==> src/sv/bbp_fifo.sv <==
// Two-entry queue between the front end and the evaluation sequencer.
module bbp_fifo #(
   parameter int WIDTH = 8
) (
   input  logic             clock,
   input  logic             reset,
   input  logic             push,
   input  logic [WIDTH-1:0] push_data,
   output logic             full,
   input  logic             pop,
   output logic [WIDTH-1:0] pop_data,
   output logic             empty
);
   logic [WIDTH-1:0] mem_ff [2];
   logic             wr_ff, rd_ff;
   logic [1:0]       count_ff;

   assign full     = (count_ff == 2'd2);
   assign empty    = (count_ff == 2'd0);
   assign pop_data = mem_ff[rd_ff];

   always_ff @(posedge clock) begin
      if (reset) begin
         wr_ff    <= 1'b0;
         rd_ff    <= 1'b0;
         count_ff <= '0;
      end else begin
         if (push) begin
            wr_ff <= ~wr_ff;
         end
         if (pop) begin
            rd_ff <= ~rd_ff;
         end
         count_ff <= count_ff + {1'b0, push} - {1'b0, pop};
      end
   end

   always_ff @(posedge clock) begin
      if (push) begin
         mem_ff[wr_ff] <= push_data;
      end
   end

endmodule

==> config.mk <==
export PLATFORM = sky130hd
export DESIGN_NAME = bbp_fifo
export DESIGN_NICKNAME = d
export VERILOG_FILES = /design/src/sv/bbp_fifo.sv
export SDC_FILE = /design/constraint.sdc
export NUM_CORES = 1
export LEC_CHECK = 0
export BUFFER_PORTS_ARGS = -buffer_cell sky130_fd_sc_hd__buf_2
export CAP_MARGIN = 20
export CORE_MARGIN = 3
export CORE_UTILIZATION = 32
export CTS_CLUSTER_DIAMETER = 60
export DETAILED_ROUTE_END_ITERATION = 8
export PLACE_DENSITY = 0.58
export SKIP_LAST_GASP = 1
export SLEW_MARGIN = 25
export SYNTH_ARGS = -nofsm -noshare
export SYNTH_HDL_FRONTEND = slang
export SYNTH_SLANG_ARGS = --single-unit
==> constraint.sdc <==
create_clock -name clock -period 1.1 [get_ports clock]
set_input_delay 0.055 -clock clock [delete_from_list [all_inputs] [get_ports clock]]
set_output_delay 0.055 -clock clock [all_outputs]
set_load 0.05 [all_outputs]
# --- Word level (Yosys, flattened, before mapping) ---
# Memories as Yosys holds them, arrays and structs flattened. A register that Yosys moved wholly into a read port is not among the register bits.
# Cells that the tools add are included.
classes:
  add_sub_neg: 2
  n_eq_ne: 1
  mux: 4
  n_bitwise: 2
  reduce_logical: 1
ops:
  columns: ["op", "count"]
  rows:
  - ["1-bit 2-to-1 mux", 4]
  - ["2-bit by 1-bit adder with 2-bit output", 1]
  - ["2-bit == test, second input constant", 1]
  - ["2-bit logical NOT", 1]
  - ["1-bit NOT", 2]
  - ["2-bit by 1-bit subtractor with 2-bit output", 1]
totals:
  register_bits: 4
  mem_bits_rw: 16
  input_bits: 12
  n_memories: 1
mem_list:
  columns: ["name", "words", "width", "read_ports", "rd_clocked_by_memory_dff", "wr", "line", "source"]
  rows:
  - ["mem_ff", 2, 8, 1, 1, 1, "14", "logic [WIDTH-1:0] mem_ff [2];"]

# --- Depth between registers and ports, before layout ---
depth:
  ltp_word: 3
  mapped_depth: 6
  ltp_nobuf: 6

# --- Least setup slack after synthesis ---
# OpenSTA, ideal clock, no wires.
synth_timing:
  path_type: "reg2reg"
  from: "reg count_ff[0]"
  to: "reg count_ff[1]"
  setup_time_ns: 0.110
  arrival_time_ns: 1.031
  required_time_ns: 0.990
  slack_ns: -0.041
  path_stages_with_launch: 7
  n_path_buf: 0
  period_less_slack_ns: 1.141
  cell_sequence: "dfxtp_1 > inv_1 > ha_1 > inv_1 > ha_1 > xnor3_1 > nor2_1"
synth_via:
  elab_chain_len: 2
synth_rtl:
  columns: ["item", "line", "source"]
  rows:
  - ["start: declaration", "16", "logic [1:0] count_ff;"]
  - ["start signal: assignment", "34", "count_ff <= count_ff + {1'b0, push} - {1'b0, pop};"]
  - ["2-bit by 1-bit adder with 2-bit output", "34", null]
  - ["2-bit by 1-bit subtractor with 2-bit output", "34", null]
# Every way passes these cells.
# A chain may end at the register's enable or synchronous reset.

==> reports/summary.txt <==
Final hold vios - 0
Share of the synthesized area in the top cell type - 0.607
TNS Setup - -1590 ps
Critical Path RT - 1040 ps
FF+latch area - 584 µm²
Synth Area in Compound Gates - 0
Die Height - 55.8 µm
Hold Path Class - in2reg
Worst Setup Slack, final - -203 ps
Initial antenna violation count - 0
ANT cells - 0
Startpoint Class - flip-flop
Least-Margin Pin Slew - 174 ps
Largest net degree at the start of global routing - 12
Setup Buffers After CTS - 0
Post-synthesis xor/xnor area fraction - 0.0506
CP endpoint kind - output pin
Nets@finish - 101
Worst slew margin - 0.883
Final setup vio count - 9
Row cnt - 17
RSZ-0062 raised after global routing - true
DR vias/cell - 4.28
Ys async rst share - 0
Die Area - 3110 µm²
Synth area leader - edfxtp_1
Fillers - 193
Clock power share - 0.177
Total CTS buffers - 3
Core area - 2280 µm²
Highest clock rate - 0.767 GHz
Synth top cells by count - edfxtp_1 (16), mux2_2 (8), dfxtp_1 (5), nor2_1 (5), nor2b_1 (3)
# DRC - 0
Layout cell share with drive strength beyond 1 - 0.570
Pre-CTS setup slack - -66.9 ps
Synth-to-Final Area Change - 62.6%
Post-route ant nets - 0
GR Overflow Total - 0
Reg-to-reg startpoint - count_ff[0]$_SDFF_PP0_
Sequential Power Share - 0.475
Portion of netlist area occupied by mux cells - 0.114
Area of the multi-input gates - 277 µm²
YS warnings - 0
First-pass GRT wire length - 2440 µm
Detailed Route WL - 1370 µm
Clock Skew - 12.3 ps
Arr. time, crit path - 1250 ps
Clock-pin slew on the worst setup and hold paths - 120 ps
Failing checks - negative setup slack
IO Count - 22
Sequential area share after synthesis - 0.733
Largest family of logic cells by synthesized area - multiplexers
Simple-gate share of the synthesized area - 0.0553
Initial DRT Pass Iterations - 2
Reg2reg setup slack - -70 ps
Synth top area cells - edfxtp_1 (61%), dfxtp_1 (13%), mux2_2 (11%)
CTS tree - yes
Crit Path Category - reg2out
Syn avg cell area - 17.2 µm²
Sw Pwr - 601 µW
Outcome - finished with violations
Clock insertion delay at the later pin of the skew report - 300 ps
Comb pwr share - 0.348
Clock Root Buffer - clkbuf_4
Sw frac - 0.297
Dpl hpwl - 969 µm
H-tree depth - 1
Max-Cap Viols - 0
Power Total - 2.03 mW
Final RePlAce weighted congestion - 0.646
Post-Layout Cell Count - 114
Tmin final - 1300 ps
Starting Density - 0.348
Top_reg_cell synth - edfxtp_1
PD cells - 1570 nW/µm²
Sink Count - 21
Post-Syn Nets - 60
Number of synthesized register bits - 21
P_int - 1.43 mW
Fin. max-slew vios - 0
Via count - 488
Mapped Cells - 46
Placed cells - 101
Leakage - 0.528 nW
Vias in the first global route - 550
Total GRT Usage - 0.102
Port Buf Inserts - 21
Number of flops mapped to enable cells by yosys - 16
Hold WS - 71.6 ps
R2R Path End - count_ff[1]$_SDFF_PP0_
Synth Cell Area - 792 µm²
Synth Area in Adders - 0.0316
Yosys cell types - 11
Initial DRC Count - 4
CTS Buffer Depth - 2
Drt wl/cell - 12.1 µm
Cell depth of the worst flop-to-flop path - 6
Crit path to - pop_data[4]
CP max FO - 5
Period utilization - 1.18
VDD IR max - 0.000901 V
Cell with the most instances after synthesis - edfxtp_1
Die span in x - 55.8 µm
## flip-flops by register name, indices dropped and copies added (netlist names), named ones only
name      flops
count_ff      2
mem_ff       16
rd_ff         1
wr_ff         1
## through the flow
step	util	area, µm²
floorplan	-	793
global placement	0.431	981
detailed placement	0.431	981
CTS	0.555	1260
global route	0.566	1290
finish	0.566	1290
## cell families after synthesis
| family | count (synthesis) |
|---|---|
| flip-flops | 21 |
| AND/OR/NAND/NOR | 9 |
| multiplexers | 8 |
| XOR/XNOR | 3 |
| buffers and inverters | 3 |
| adder cells (fa/ha/maj) | 2 |
## power by group through the flow
stage	clock [mW]	combinational, mW	sequential, mW
final	0.359	0.705	0.963
after global routing	0.404	0.750	0.974
after CTS	0.375	0.666	0.957
after detailed placement	0	0.470	0.968
after global placement	0	0.463	0.964
after floorplan	0	0.342	0.960
## worst max-delay path: stages, from the launching register on
cell and delay, ps:
dfxtp_2 360, buf_6 130, mux2_4 310, buf_8 150
## cell type report
class                           instances  share of cell area
Tap cell                               28              0.0272
Sequential cell                        21               0.454
Multi-Input combinational cell         22               0.215
Inverter                                2             0.00777
Clock buffer                            4              0.0204
Timing Repair Buffer                   37               0.276
## placed cells by master (no fill, tap or decap), drive strengths merged
cell         count
buf             28
edfxtp          16
dlygate4sd3      9
mux2             8
nor2             5
dfxtp            5
clkbuf           4
nor2b            3
xnor2            2
ha               2
inv              2
and2             1
xnor3            1
## timing repair
item / 4_1_cts / 5_1_grt
pin swaps: 2 / 2
cloned: 0 / 0
resized for setup: 47 / 7
hold buffers: 9 / 0
setup endpoints to repair: 12 / 12
hold endpoints to repair: 21 / 0
## routing by layer
metal / wire [µm] / share of wire / global-route usage
met5: 0 / 0 / 0
met4: 17 / 0.012 / 0.0521
met3: 70 / 0.051 / 0.0232
met2: 695 / 0.51 / 0.164
met1: 590 / 0.43 / 0.127
## worst min-delay path by stage
stage,start,endpoint,slack (ps),depth (start not counted)
floorplan,reset,count_ff[0]$_SDFF_PP0_,120,1
global placement,push_data[2],mem_ff[1][2]$_DFFE_PP_,240,1
detailed placement,push_data[2],mem_ff[1][2]$_DFFE_PP_,250,1
CTS,push,wr_ff$_SDFFE_PP0P_,70,3
global route,push,wr_ff$_SDFFE_PP0P_,90,3
finish,push,wr_ff$_SDFFE_PP0P_,70,3
(Power assumes the default switching activity.)
