`src/sv/bbp_pkg.sv`:
```
// Shared types and constants for the bicubic Bezier patch evaluator.
package bbp_pkg;

   typedef enum logic {
      OP_LOAD = 1'b0,
      OP_EVAL = 1'b1
   } op_type;

   localparam int CSR_IDX_W  = 2;
   localparam int CSR_DATA_W = 8;
   localparam logic [CSR_IDX_W-1:0] CSR_DIV_U = 2'd0;
   localparam logic [CSR_IDX_W-1:0] CSR_DIV_V = 2'd1;

   localparam int DIV_W   = 8;
   localparam int GRID_W  = 8;
   localparam int COORD_W = 32;
   localparam int SLOT_W  = 4;
   localparam int SLOTS   = 16;
   localparam logic [DIV_W-1:0] DIV_RESET = 8'd8;

   typedef struct packed {
      op_type                      op;
      logic [SLOT_W-1:0]           slot;
      logic signed [COORD_W-1:0]   x;
      logic signed [COORD_W-1:0]   y;
      logic signed [COORD_W-1:0]   z;
   } item_type;

   typedef enum logic [1:0] {
      FR_IDLE,
      FR_DIV,
      FR_PUSH
   } fr_state_type;

   typedef enum logic [1:0] {
      BK_IDLE,
      BK_CALC,
      BK_EMIT
   } bk_state_type;

endpackage

```
`src/sv/bbp_front.sv`:
```
// Front end: accepts requests, holds the division registers, forms t and s by serial division.
module bbp_front #(
   parameter int FRAC_BITS = 16
) (
   input  logic                            clock,
   input  logic                            reset,
   input  logic                            req_valid,
   output logic                            req_stall,
   input  bbp_pkg::item_type               req_item,
   input  logic [bbp_pkg::GRID_W-1:0]      grid_u,
   input  logic [bbp_pkg::GRID_W-1:0]      grid_v,
   input  logic                            csr_we,
   input  logic [bbp_pkg::CSR_IDX_W-1:0]   csr_index,
   input  logic [bbp_pkg::CSR_DATA_W-1:0]  csr_wdata,
   output logic                            push,
   input  logic                            full,
   output bbp_pkg::item_type               push_item,
   output logic [FRAC_BITS:0]              push_t,
   output logic [FRAC_BITS:0]              push_s
);
   import bbp_pkg::*;

   localparam int WW    = FRAC_BITS + 1;
   localparam int NW    = FRAC_BITS + GRID_W + 1;
   localparam int CNT_W = $clog2(NW + 1);
   localparam logic [WW-1:0] ONE = WW'(1) << FRAC_BITS;

   fr_state_type state_ff, state_in;
   logic [DIV_W-1:0] div_u_ff, div_v_ff;
   logic [DIV_W-1:0] d_u_ff, d_v_ff;
   logic [DIV_W-1:0] d_u_in, d_v_in;
   logic [DIV_W-1:0] rem_u_ff, rem_v_ff;
   logic [NW-1:0]    num_u_ff, num_v_ff;
   logic [NW-1:0]    num_u_in, num_v_in;
   logic [DIV_W-1:0] rem_u_nx, rem_v_nx;
   logic [NW-1:0]    num_u_nx, num_v_nx;
   logic             over_u_ff, over_v_ff;
   logic [CNT_W-1:0] cnt_ff;
   item_type         item_ff;
   logic             accept, div_done;

   function automatic logic [DIV_W+NW-1:0] div_step(input logic [DIV_W-1:0] rem,
                                                    input logic [NW-1:0] num,
                                                    input logic [DIV_W-1:0] d);
      logic [DIV_W:0]   sh;
      logic [DIV_W-1:0] r;
      logic             b;
      sh = {rem, num[NW-1]};
      if (sh >= {1'b0, d}) begin
         r = DIV_W'(sh - {1'b0, d});
         b = 1'b1;
      end else begin
         r = sh[DIV_W-1:0];
         b = 1'b0;
      end
      return {r, num[NW-2:0], b};
   endfunction

   // a divisions register of zero acts as one
   assign d_u_in   = (div_u_ff == '0) ? DIV_W'(1) : div_u_ff;
   assign d_v_in   = (div_v_ff == '0) ? DIV_W'(1) : div_v_ff;
   assign num_u_in = {grid_u, FRAC_BITS'(d_u_in >> 1), 1'b0} >> 1;
   assign num_v_in = {grid_v, FRAC_BITS'(d_v_in >> 1), 1'b0} >> 1;
   assign {rem_u_nx, num_u_nx} = div_step(rem_u_ff, num_u_ff, d_u_ff);
   assign {rem_v_nx, num_v_nx} = div_step(rem_v_ff, num_v_ff, d_v_ff);
   assign div_done = (cnt_ff == CNT_W'(NW - 1));

   always_comb begin
      state_in = state_ff;
      case (state_ff)
         FR_IDLE: begin
            if (req_valid) begin
               state_in = (req_item.op == OP_EVAL) ? FR_DIV : FR_PUSH;
            end
         end
         FR_DIV: begin
            if (div_done) begin
               state_in = FR_PUSH;
            end
         end
         FR_PUSH: begin
            if (!full) begin
               state_in = FR_IDLE;
            end
         end
         default: state_in = FR_IDLE;
      endcase
   end

   always_comb begin
      req_stall = (state_ff != FR_IDLE);
      accept    = (state_ff == FR_IDLE) && req_valid;
      push      = (state_ff == FR_PUSH) && !full;
      push_item = item_ff;
      push_t    = over_u_ff ? ONE : num_u_ff[WW-1:0];
      push_s    = over_v_ff ? ONE : num_v_ff[WW-1:0];
   end

   always_ff @(posedge clock) begin
      if (reset) begin
         state_ff <= FR_IDLE;
         div_u_ff <= DIV_RESET;
         div_v_ff <= DIV_RESET;
         cnt_ff   <= '0;
      end else begin
         state_ff <= state_in;
         if (csr_we && csr_index == CSR_DIV_U) begin
            div_u_ff <= csr_wdata;
         end
         if (csr_we && csr_index == CSR_DIV_V) begin
            div_v_ff <= csr_wdata;
         end
         if (accept) begin
            cnt_ff <= '0;
         end else if (state_ff == FR_DIV) begin
            cnt_ff <= cnt_ff + CNT_W'(1);
         end
      end
   end

   always_ff @(posedge clock) begin
      if (accept) begin
         item_ff   <= req_item;
         d_u_ff    <= d_u_in;
         d_v_ff    <= d_v_in;
         over_u_ff <= (grid_u >= d_u_in);
         over_v_ff <= (grid_v >= d_v_in);
         rem_u_ff  <= '0;
         rem_v_ff  <= '0;
         num_u_ff  <= num_u_in;
         num_v_ff  <= num_v_in;
      end else if (state_ff == FR_DIV) begin
         rem_u_ff <= rem_u_nx;
         rem_v_ff <= rem_v_nx;
         num_u_ff <= num_u_nx;
         num_v_ff <= num_v_nx;
      end
   end

endmodule

```
`config.mk`:
```
export PLATFORM = sky130hd
export DESIGN_NAME = bbp_front
export DESIGN_NICKNAME = d
export VERILOG_FILES = /design/src/sv/bbp_pkg.sv /design/src/sv/bbp_front.sv
export SDC_FILE = /design/constraint.sdc
export NUM_CORES = 1
export LEC_CHECK = 0
export ABC_AREA = 0
export BUFFER_PORTS_ARGS = -buffer_cell sky130_fd_sc_hd__buf_2
export CORE_MARGIN = 8
export CORE_UTILIZATION = 37
export CTS_CLUSTER_DIAMETER = 30
export DETAILED_ROUTE_END_ITERATION = 8
export GPL_ROUTABILITY_DRIVEN = 0
export PLACE_DENSITY = 0.72
export SYNTH_ARGS = -nofsm -noshare
export SYNTH_HDL_FRONTEND = slang
export SYNTH_SLANG_ARGS = --single-unit
```
`constraint.sdc`:
```
create_clock -name clock -period 6.43 [get_ports clock]
set_clock_uncertainty 0.1 [all_clocks]
set_input_delay 0.3215 -clock clock [delete_from_list [all_inputs] [get_ports clock]]
set_output_delay 0.3215 -clock clock [all_outputs]
set_load 0.1 [all_outputs]
```
# [After elaboration in Yosys (flattened, before gate mapping)]
# Cells that the tools add are included.
[word_totals] ramBits=0 memories=0 romBits=0 latchBits=0 input_bits=132 register_bits=208
[classes] n_reduce_logical=13 n_mul=0 mux=17 bitwise=0 div_mod_pow=0 eq_ne=7 n_shift=0 n_lt_le_gt_ge=4 n_addsub=3
[ops] operator="24-bit 2-to-1 mux" n=4
[ops] operator="17-bit 2-to-1 mux" n=2
[ops] operator="8-bit 2-to-1 mux" n=4
[ops] operator="9-bit by 8-bit greater-or-equal comparator with 1-bit output" n=2
[ops] operator="8-bit greater-or-equal comparator" n=2
[ops] operator="8-bit zero test" n=2
[ops] operator="8-bit subtractor" n=2
[ops] operator="2-bit 2-to-1 mux" n=4
[ops] operator="2-bit inequality test (second input constant)" n=3
[ops] operator="2-bit case mux with 3 select lines" n=1
[ops] operator="5-bit by 1-bit adder with 5-bit output (second input constant)" n=1
[ops] operator="5-bit equality test (second input constant)" n=1
[ops] operator="2-bit by 1-bit equality test with 1-bit output (second input constant)" n=2
[ops] operator="1-bit logical AND" n=4
[ops] operator="2-bit zero test" n=2
[ops] operator="2-bit nonzero test" n=2
[ops] operator="3-bit AND reduction" n=1
[ops] operator="2-bit equality test (second input constant)" n=1
[ops] operator="1-bit 2-to-1 mux" n=2
[ops] operator="2-bit OR reduction" n=1
[ops] operator="1-bit zero test" n=1

# [Longest topological paths before layout]
# Gate-level depths: netlist of the first run.
[depth] word_depth=4 mapped_depth=8 mapped_depth_nobuf=8

# [Least setup slack after synthesis of the first run]
# OpenSTA, ideal clock, no wires.
[synth_timing] kind="reg2reg" start="register state_ff[1]" end="register d_u_ff[0] (enable)" arrival_time_ns=4.132 stages_incl_launch_ff=5 setup_time_ns=0.531 setup_slack_ns=1.667 required_time_ns=5.799 path_buffers=1 path_cell_list="dfxtp_1 > nor2_1 > nand2_1 > inv_2 > clkbuf_1"
[synth_via] elab_chain_cells=2
[synth_lines] item="from (decl)" line_no="bbp_front.sv:28" source="fr_state_type state_ff, state_in;"
[synth_lines] item="from (signal assigned)" line_no="bbp_front.sv:106" source="state_ff <= state_in;"
[synth_lines] item="2-bit zero test" line_no="bbp_front.sv:92" source="accept = (state_ff == FR_IDLE) && req_valid;"
[synth_lines] item="1-bit logical AND" line_no="bbp_front.sv:92"
[synth_lines] item="via accept" line_no="bbp_front.sv:40" source="logic accept, div_done;"
[synth_lines] item="to (signal assigned)" line_no="bbp_front.sv:124" source="d_u_ff <= d_u_in;"
[synth_lines] item="to (decl)" line_no="bbp_front.sv:30" source="logic [DIV_W-1:0] d_u_ff, d_v_ff;"
# The timed path passes the listed nets, and every way through them passes these cells.
# A chain may end at the register's enable or synchronous reset.

# [Worst setup path after layout of the first run]
[layout_timing] start="register state_ff[1]" end="register num_u_ff[3] (enable)"
[layout_via] elab_chain_cells=3 elab_cells_between_ends=4
[layout_lines] item="2-bit zero test" line_no="bbp_front.sv:92"
[layout_lines] item="1-bit logical AND" line_no="bbp_front.sv:92"
[layout_lines] item="2-bit nonzero test (no line) *"
[layout_lines] item="to (signal assigned)" line_no="bbp_front.sv:130" source="num_u_ff <= num_u_in;"
[layout_lines] item="to (signal assigned)" line_no="bbp_front.sv:135" source="num_u_ff <= num_u_nx;"
[layout_lines] item="to (decl)" line_no="bbp_front.sv:33" source="logic [NW-1:0] num_u_ff, num_v_ff;"
# Mark *: on every way between the ends. The rest lies on a longest branch, timed or not.

==> results.yml, run 1 <==
synthesis:
  yosysTopAreaCellShare: 0.517
  synth-seq-cells: 208
  synth_compound_area_frac: 0.124
  synth_top_family_by_area: "compound AO/OA/AOI/OAI gates"
  synth_xor_area_frac: 0.00809
  yosysWarningCount: 0
  synth_area_um2: 8660
  synthFlopType: "edfxtp_1"
  syn_inst: 696
  synth_common_cells: "edfxtp_1, nand2_1, dfxtp_1"
  synth_top_area_cell: "edfxtp_1"
  synth-simple-area-share: 0.113
  synth_cell_type_count: 59
  synth_edf_count: 149
  seq_area_frac_synth: 0.653
  synth_most_common_cell: "edfxtp_1"
  syn_nets: 864
  synth_fa_ha_area_frac: 0.0538
  synthArstFlopShare: 0
  yosys-top-cells-area: "edfxtp_1, dfxtp_1, ha_1, nand2_1, nor2b_1"
  synth.area.mux_share: 0.0106
  avgSynthCellArea_um2: 12.4
routing:
  drc_errors: 0
  wl_met1_um: 9930
  dr_wl_met2_um: 13400
  vias_per_cell: 4.84
  highest-signal-layer: "met4"
  avgRoutedWirePerCell_um: 18.6
  antenna_left: 0
  drtPass1Iterations: 4
  finalWirelength_um: 26600
  wl_met3_um: 2390
  via_count: 6927
  drtIter0Drc: 460
placed_design:
  placedCellCount: 1248
  place_area_um2: 10300
  hpwlAfterDp_um: 18000
  io_buffers: 268
setup_path:
  crit_path_end_kind: "flip-flop"
  worstPathRequired_ps: 6440
  critical_path_class: "reg2reg"
  path_cells: "nor2_1, nand2_1, inv_6, nor2_1, inv_1"
  rr_endpoint: "num_u_ff[3]"
  worstReg2RegStart: "state_ff[1]"
  critPathSlowestCell: "inv_1"
  arrival_ps: 3900
  cp_max_fo: 96
  r2r_slack_ps: 2540
  cp_common_cell: "nor2_1"
  reg2regPathDepth: 5
  cp_slowest_stage_delay_ps: 970
  critPathLaunchType: "flip-flop"
pwr:
  power.leakage_nw: 5.32
  p_int_mw: 3.45
  peakVddDrop_v: 0.000208
  p_per_area_nw_per_um2: 438
  p_total_mw: 5.57
  power.share.switching: 0.381
  net-switching-power_mw: 2.12
  seq_power_share: 0.325
  clkPwrFrac: 0.370
  pwr-share-comb: 0.305
sta:
  setup_viol: 0
  max_slew.worst_pin.slew_ps: 1200
  grt_setup_unrepaired: "false"
  max_slew_margin: 0.196
  finalSetupTns_ps: 0
  hold_violations: 0
  period_minus_slack_ps: 3890
  fin_crit_sh: 0.605
  fmax_ghz: 0.257
  slew_viol_final: 0
die:
  core_um2: 23200
  rows: 56
  die_x_um: 169
  io_pins: 269
  initial_utilization: 0.373
  die_y_um: 169
  die_area_um2: 28500
layout:
  nNetsFinal: 1247
  drive_gt1_frac: 0.319
  design_area_um2: 12700
  area_growth_pct: 47.0
  fin_cells: 1431
clock_tree:
  clock_latency_ps: 510
  post_cts.repair.setup_buffers: 0
  cts_tree: "done"
  cts_resized: 0
  clock_path_buffers: 3
  root_buffer: "clkbuf_16"
  cts.sinks: 208
  clk_pin_slew_ps: 50
  htree_levels: 2
  postCtsHoldBufs: 109
  cts_buffers: 39
grt:
  grt_overflow: 0
  grt_max_degree: 97
  antenna_found_initial: 2
  grt_usage: 0.178
  grt_pass1_vias: 7159
  grt_pass1_wl_um: 40000
min_path:
  hp-class: "in2reg"
  whs_endpoint: "num_u_ff[20]"
  min-delay-start: "grid_u[4]"
  holdPathStages: 2
status:
  outcome: "complete, no violations"
flow_run:
  maxCapViolCount: 0
[metal layers]
metal | vias up | GRT usage
li1 | 3314 | -
met1 | 3257 | 0.193
met2 | 307 | 0.320
met3 | 49 | 0.0564
met4 | 0 | 0.0668
met5 | - | 0
[cell usage in the layout, fill, tap and decap left out, types with 5 or more instances in the layout]
| master | instances |
|---|---|
| clkbuf_16 | 39 |
| o211ai_1 | 8 |
| dlygate4sd3_1 | 109 |
| a211oi_1 | 9 |
| a221o_1 | 7 |
| inv_6 | 5 |
| a21oi_1 | 16 |
| o21ai_1 | 40 |
| nand2b_1 | 13 |
| inv_1 | 43 |
| clkinvlp_4 | 5 |
| o31ai_1 | 5 |
| o21ai_0 | 7 |
| ha_1 | 34 |
| inv_8 | 5 |
| nor2b_1 | 35 |
| dfxtp_1 | 59 |
| edfxtp_1 | 149 |
| nor2_1 | 42 |
| buf_2 | 268 |
| mux2i_1 | 8 |
| nor3_1 | 8 |
| a21o_1 | 9 |
| nand2_1 | 70 |
| nand3_1 | 7 |
| nand4_1 | 7 |
| a22o_1 | 14 |
[worst max path at each step]
| stage | end | startpoint |
|---|---|---|
| CTS | num_u_ff[0] | state_ff[1] |
| finish | num_u_ff[3] | state_ff[1] |
| floorplan | d_u_ff[0] | state_ff[1] |
| global route | num_u_ff[3] | state_ff[1] |
| global placement | num_v_ff[1] | state_ff[1] |
| detailed placement | num_v_ff[22] | state_ff[1] |
[worst max-delay path, delay by kind of cell, from the launching register on]
family | cells | cell delay [ps]
buffers and inverters | 2 | 1830
DFF | 1 | 380
and+or+nand+nor | 3 | 1180
[flip-flops by register name, summed over array words and instances (netlist names)]
register / cells
push_item: 101
num_u_ff: 25
num_v_ff: 25
d_u_ff: 8
d_v_ff: 8
div_u_ff: 8
div_v_ff: 8
rem_u_ff: 8
rem_v_ff: 8
cnt_ff: 5
state_ff: 2
over_u_ff: 1
over_v_ff: 1
[layout make-up]
class | instances | area [um^2]
Inverter | 45 | 174
Sequential cell | 208 | 5660
Antenna cell | 3 | 7.51
Fill cell | 1882 | 10500
Timing Repair Buffer | 381 | 2460
Multi-Input combinational cell | 404 | 2680
Tap cell | 319 | 399
Clock inverter | 26 | 315
Clock buffer | 45 | 1030
[kinds of logic (layout without fill, tap and decap cells)]
logic type	Yosys count	in the layout
other	0	3
buffers and inverters	84	497
xor gates and xnor gates	8	8
DFF	208	208
and+or+nand+nor	203	203
adders and majority gates	36	36
muxes	9	9
AOI/OAI and AO/OA	148	148
[power groups by stage]
stage	clock [mW]	sequential [mW]	combinational [mW]
2_1_floorplan	0	2.34	0.811
3_3_place_gp	0	1.83	1.62
3_5_place_dp	0	1.83	1.64
4_1_cts	2.08	1.81	1.70
5_1_grt	2.16	1.83	1.81
6_report	2.06	1.81	1.70
[through the flow]
step,worst slack (ps),util,hold WS (ps)
3_3_place_gp,2480,0.443,315
2_1_floorplan,1670,-,301
6_report,2540,0.549,27.8
4_1_cts,2390,0.548,10.6
3_5_place_dp,2440,0.443,316
5_1_grt,2130,0.549,19.8
Power figures use the tool's default switching activity.
==> run 2: changes to the inputs <==
Clock period 6.43 ns to 3.7 ns, I/O delays scaled along.
==> results.yml, run 2 (synthesis results as in run 1) <==
clock_tree:
  htree_levels: 2
  cts_resized: 0
  cts.sinks: 208
  cts_buffers: 42
  clk_pin_slew_ps: 50
  post_cts.repair.setup_buffers: 0
  clock_path_buffers: 3
  root_buffer: "clkbuf_16"
  clock_latency_ps: 510
  cts_tree: "done"
  postCtsHoldBufs: 126
sta:
  whs_ps: 31.6
  finalSetupTns_ps: 0
  fin_crit_sh: 0.637
  fmax_ghz: 0.424
  slew_viol_final: 0
  worst_slack_ps: 1340
  setup_viol: 0
  grt_setup_unrepaired: "false"
  max_slew_margin: 0.349
  max_slew.worst_pin.slew_ps: 977
  period_minus_slack_ps: 2360
  hold_violations: 0
layout:
  layout_commonest_cell: "buf_2"
  nNetsFinal: 1270
  filler_cell_count: 1845
  multi_input_area_um2: 2680
  area_growth_pct: 50.5
  final_cell_mix: "buf_2, edfxtp_1, dlygate4sd3_1"
  largest_register_ffs: 101
  seq_area_um2: 5660
  drive_gt1_frac: 0.315
flow_run:
  maxCapViolCount: 0
die:
  initial_utilization: 0.373
  io_pins: 269
  rows: 56
  die_area_um2: 28500
  core_um2: 23200
  die_x_um: 169
  die_y_um: 169
routing:
  drc_errors: 0
  vias_per_cell: 4.93
  via_count: 7190
  antenna_left: 0
  drtPass1Iterations: 6
  finalWirelength_um: 27800
  avgRoutedWirePerCell_um: 19.0
  drtIter0Drc: 511
setup_path:
  arrival_ps: 2070
  crit_path_end_kind: "primary output"
  worstPathRequired_ps: 3410
  worstReg2RegStart: "div_v_ff[4]"
  critical_path_class: "reg2out"
  critPathLaunchType: "flip-flop"
  cp_max_fo: 17
  crit_path_start: "over_v_ff"
grt:
  grt_pass1_vias: 7454
  grt_max_degree: 159
  antenna_found_initial: 4
  grt_overflow: 0
  grt_pass1_wl_um: 42200
  grt_usage: 0.187
min_path:
  hp-class: "in2reg"
  min-delay-start: "reset"
placed_design:
  preCtsSetupSlack_ps: 1380
  hpwlAfterDp_um: 17800
  io_buffers: 268
status:
  outcome: "complete, no violations"
pwr:
  p_per_area_nw_per_um2: 766
  peakVddDrop_v: 0.000372
  power.leakage_nw: 5.45
[run 2: per-stage QoR]
step	cell area, um^2	util	std cells	total power, mW
finish	13000	0.562	1459	9.98
global route	13000	0.562	1459	10.4
CTS	13000	0.561	1454	9.98
detailed placement	10300	0.445	1251	6.04
global placement	10300	0.445	1251	6.02
floorplan	8660	-	696	5.46
[run 2: per-layer routing]
layer	vias to the layer above	global-route usage	wire, um
met3	59	0.0561	2310
met1	3450	0.202	10200
met4	0	0.0714	781
met5	-	0	0
met2	314	0.338	14400
li1	3367	-	-
[run 2: worst max-delay path: stages, from the launching register on]
cell	delay, ps
edfxtp_1	620
nor2b_1	390
buf_2	530
[run 2: report_power, final]
part	switching, mW	internal [mW]
Combinational	2.25	0.754
Clock	1.25	2.57
Sequential	0.207	2.95
Total	3.71	6.27
[run 2: final cells by class]
cell class,count,area share
Sequential cell,208,0.434
Multi-Input combinational cell,404,0.206
Timing Repair Buffer,401,0.205
Clock buffer,51,0.0849
Tap cell,319,0.0306
Clock inverter,26,0.0255
Inverter,45,0.0133
Antenna cell,5,0.000960
[run 2: final timing paths]
check | end | slack [ps] | depth (start not counted)
max reg2reg | over_v_ff | 1360 | 8
min | div_v_ff[4] | 30 | 2
min reg2reg | d_u_ff[1] | 330 | 0
max | push_s[1] | 1340 | 2
==> run 3: changes to the inputs <==
Clock period 3.7 ns to 2.3 ns, I/O delays scaled along.
==> results.yml, run 3 (synthesis results as in run 1) <==
pwr:
  peakVddDrop_v: 0.000654
  power.leakage_nw: 5.56
  p_total_mw: 16.2
  p_per_area_nw_per_um2: 1220
die:
  core_um2: 23200
  die_area_um2: 28500
  die_x_um: 169
  initial_utilization: 0.373
  io_pins: 269
  rows: 56
  die_y_um: 169
setup_path:
  r2r_slack_ps: 30
  rr_endpoint: "over_u_ff"
  reg2regPathDepth: 8
  cp_max_fo: 3
  worstReg2RegStart: "div_u_ff[6]"
  worstPathRequired_ps: 2460
  crit_path_end_kind: "flip-flop"
  crit_path_start: "div_u_ff[6]"
  critPathLaunchType: "flip-flop"
  critical_path_class: "reg2reg"
  arrival_ps: 2430
  crit_end: "over_u_ff"
grt:
  grt_util_met1: 0.201
  antenna_found_initial: 1
  busiest_layer: "met2"
  grt_pass1_wl_um: 41100
  grt_max_degree: 87
  globalRouteMet3Util: 0.0533
  grt_pass1_vias: 7321
  grt_usage: 0.184
  grt_overflow: 0
  grtUsageMet2: 0.330
clock_tree:
  clock_latency_ps: 520
  root_buffer: "clkbuf_16"
  clock_path_buffers: 3
  cts.sinks: 208
  cts_tree: "done"
  htree_levels: 2
  clk_pin_slew_ps: 50
  cts_buffers: 43
sta:
  hold_violations: 0
  fin_crit_sh: 0.985
  max_slew.worst_pin.slew_ps: 661
  slew_viol_final: 0
  fmax_ghz: 0.441
  setup_viol: 0
  max_slew_margin: 0.558
  period_minus_slack_ps: 2270
  whs_ps: 13.6
layout:
  layout_commonest_cell: "buf_2"
  nNetsFinal: 1287
  design_area_um2: 13300
  largest_register_ffs: 101
  final_cell_mix: "buf_2, edfxtp_1, dlygate4sd3_1"
  area_growth_pct: 53.4
  drive_gt1_frac: 0.331
min_path:
  hp-class: "in2reg"
routing:
  drtIter0Drc: 485
  drtPass1Iterations: 5
  vias_per_cell: 4.84
  avgRoutedWirePerCell_um: 18.8
  drc_errors: 0
  finalWirelength_um: 27700
  antenna_left: 0
  via_count: 7132
status:
  outcome: "complete, no violations"
placed_design:
  hpwlAfterDp_um: 17900
  io_buffers: 268
  place_area_um2: 10400
flow_run:
  maxCapViolCount: 0
-- run 3: changes by cell type in the layout (fill, tap and decap cells not counted), sizes merged, moves of 2 or more --
cell	before	now
clkinvlp	5	8
dlygate4sd3	126	133
buf	275	284
diode	5	1
bufinv	6	3
clkbuf	51	53
-- run 3: report_power, final --
| group | switching [mW] | internal [mW] | total [mW] |
|---|---|---|---|
| Combinational | 3.70 | 1.33 | 5.03 |
| Sequential | 0.313 | 4.74 | 5.05 |
| Clock | 2.10 | 3.97 | 6.08 |
-- run 3: worst min-delay path by stage --
stage,start,cells after the start,end,slack (ps)
after detailed placement,req_item[13],1,push_item[13],190
after floorplan,reset,1,cnt_ff[4],90
after global placement,req_item[26],1,push_item[26],190
after global routing,csr_index[1],5,div_u_ff[3],20
final,csr_index[1],5,div_u_ff[3],10
after CTS,csr_index[1],5,div_u_ff[3],8
-- run 3: area by class of cell --
cell class	count	area, um^2
antenna	1	2.50
clock buffer	53	1150
clock inverter	27	293
fill	1840	9920
inverter	45	174
multi-input combinational	404	2760
sequential	208	5660
tap	319	399
timing repair buffer	417	2830
-- run 3: what timing repair did --
| item | 4_1_cts | 5_1_grt |
|---|---|---|
| hold endpoints to repair | 137 | 0 |
| pin swaps | 0 | 9 |
| gates resized for setup | 1 | 17 |
| endpoints found under the setup margin | 1 | 6 |
| setup buffers | 0 | 2 |
| hold buffers | 133 | 0 |
-- run 3: per-stage QoR --
step	setup WS, ps	utilization	setup TNS (ps)	cells
after global routing	-53.3	0.572	-96.9	1474
after floorplan	59.4	-	0	696
after global placement	62.5	0.448	0	1258
after CTS	11.4	0.569	0	1471
final	34.4	0.572	0	1474
after detailed placement	12.3	0.448	0	1258
-- run 3: per-layer routing --
layer,vias to the layer above,wire [um],share of wire
met5,-,0,0
met4,0,809,0.029
met3,47,2290,0.083
met2,283,14200,0.51
met1,3403,10300,0.37
li1,3399,-,-
-- run 3: worst max-delay path: stages, from the launching register on --
cell	delay, ps
dfxtp_2	340
nor4_4	300
a41o_1	230
ha_1	230
nand2b_1	140
a21o_1	180
a21oi_2	110
o21ai_1	70
o41a_1	310
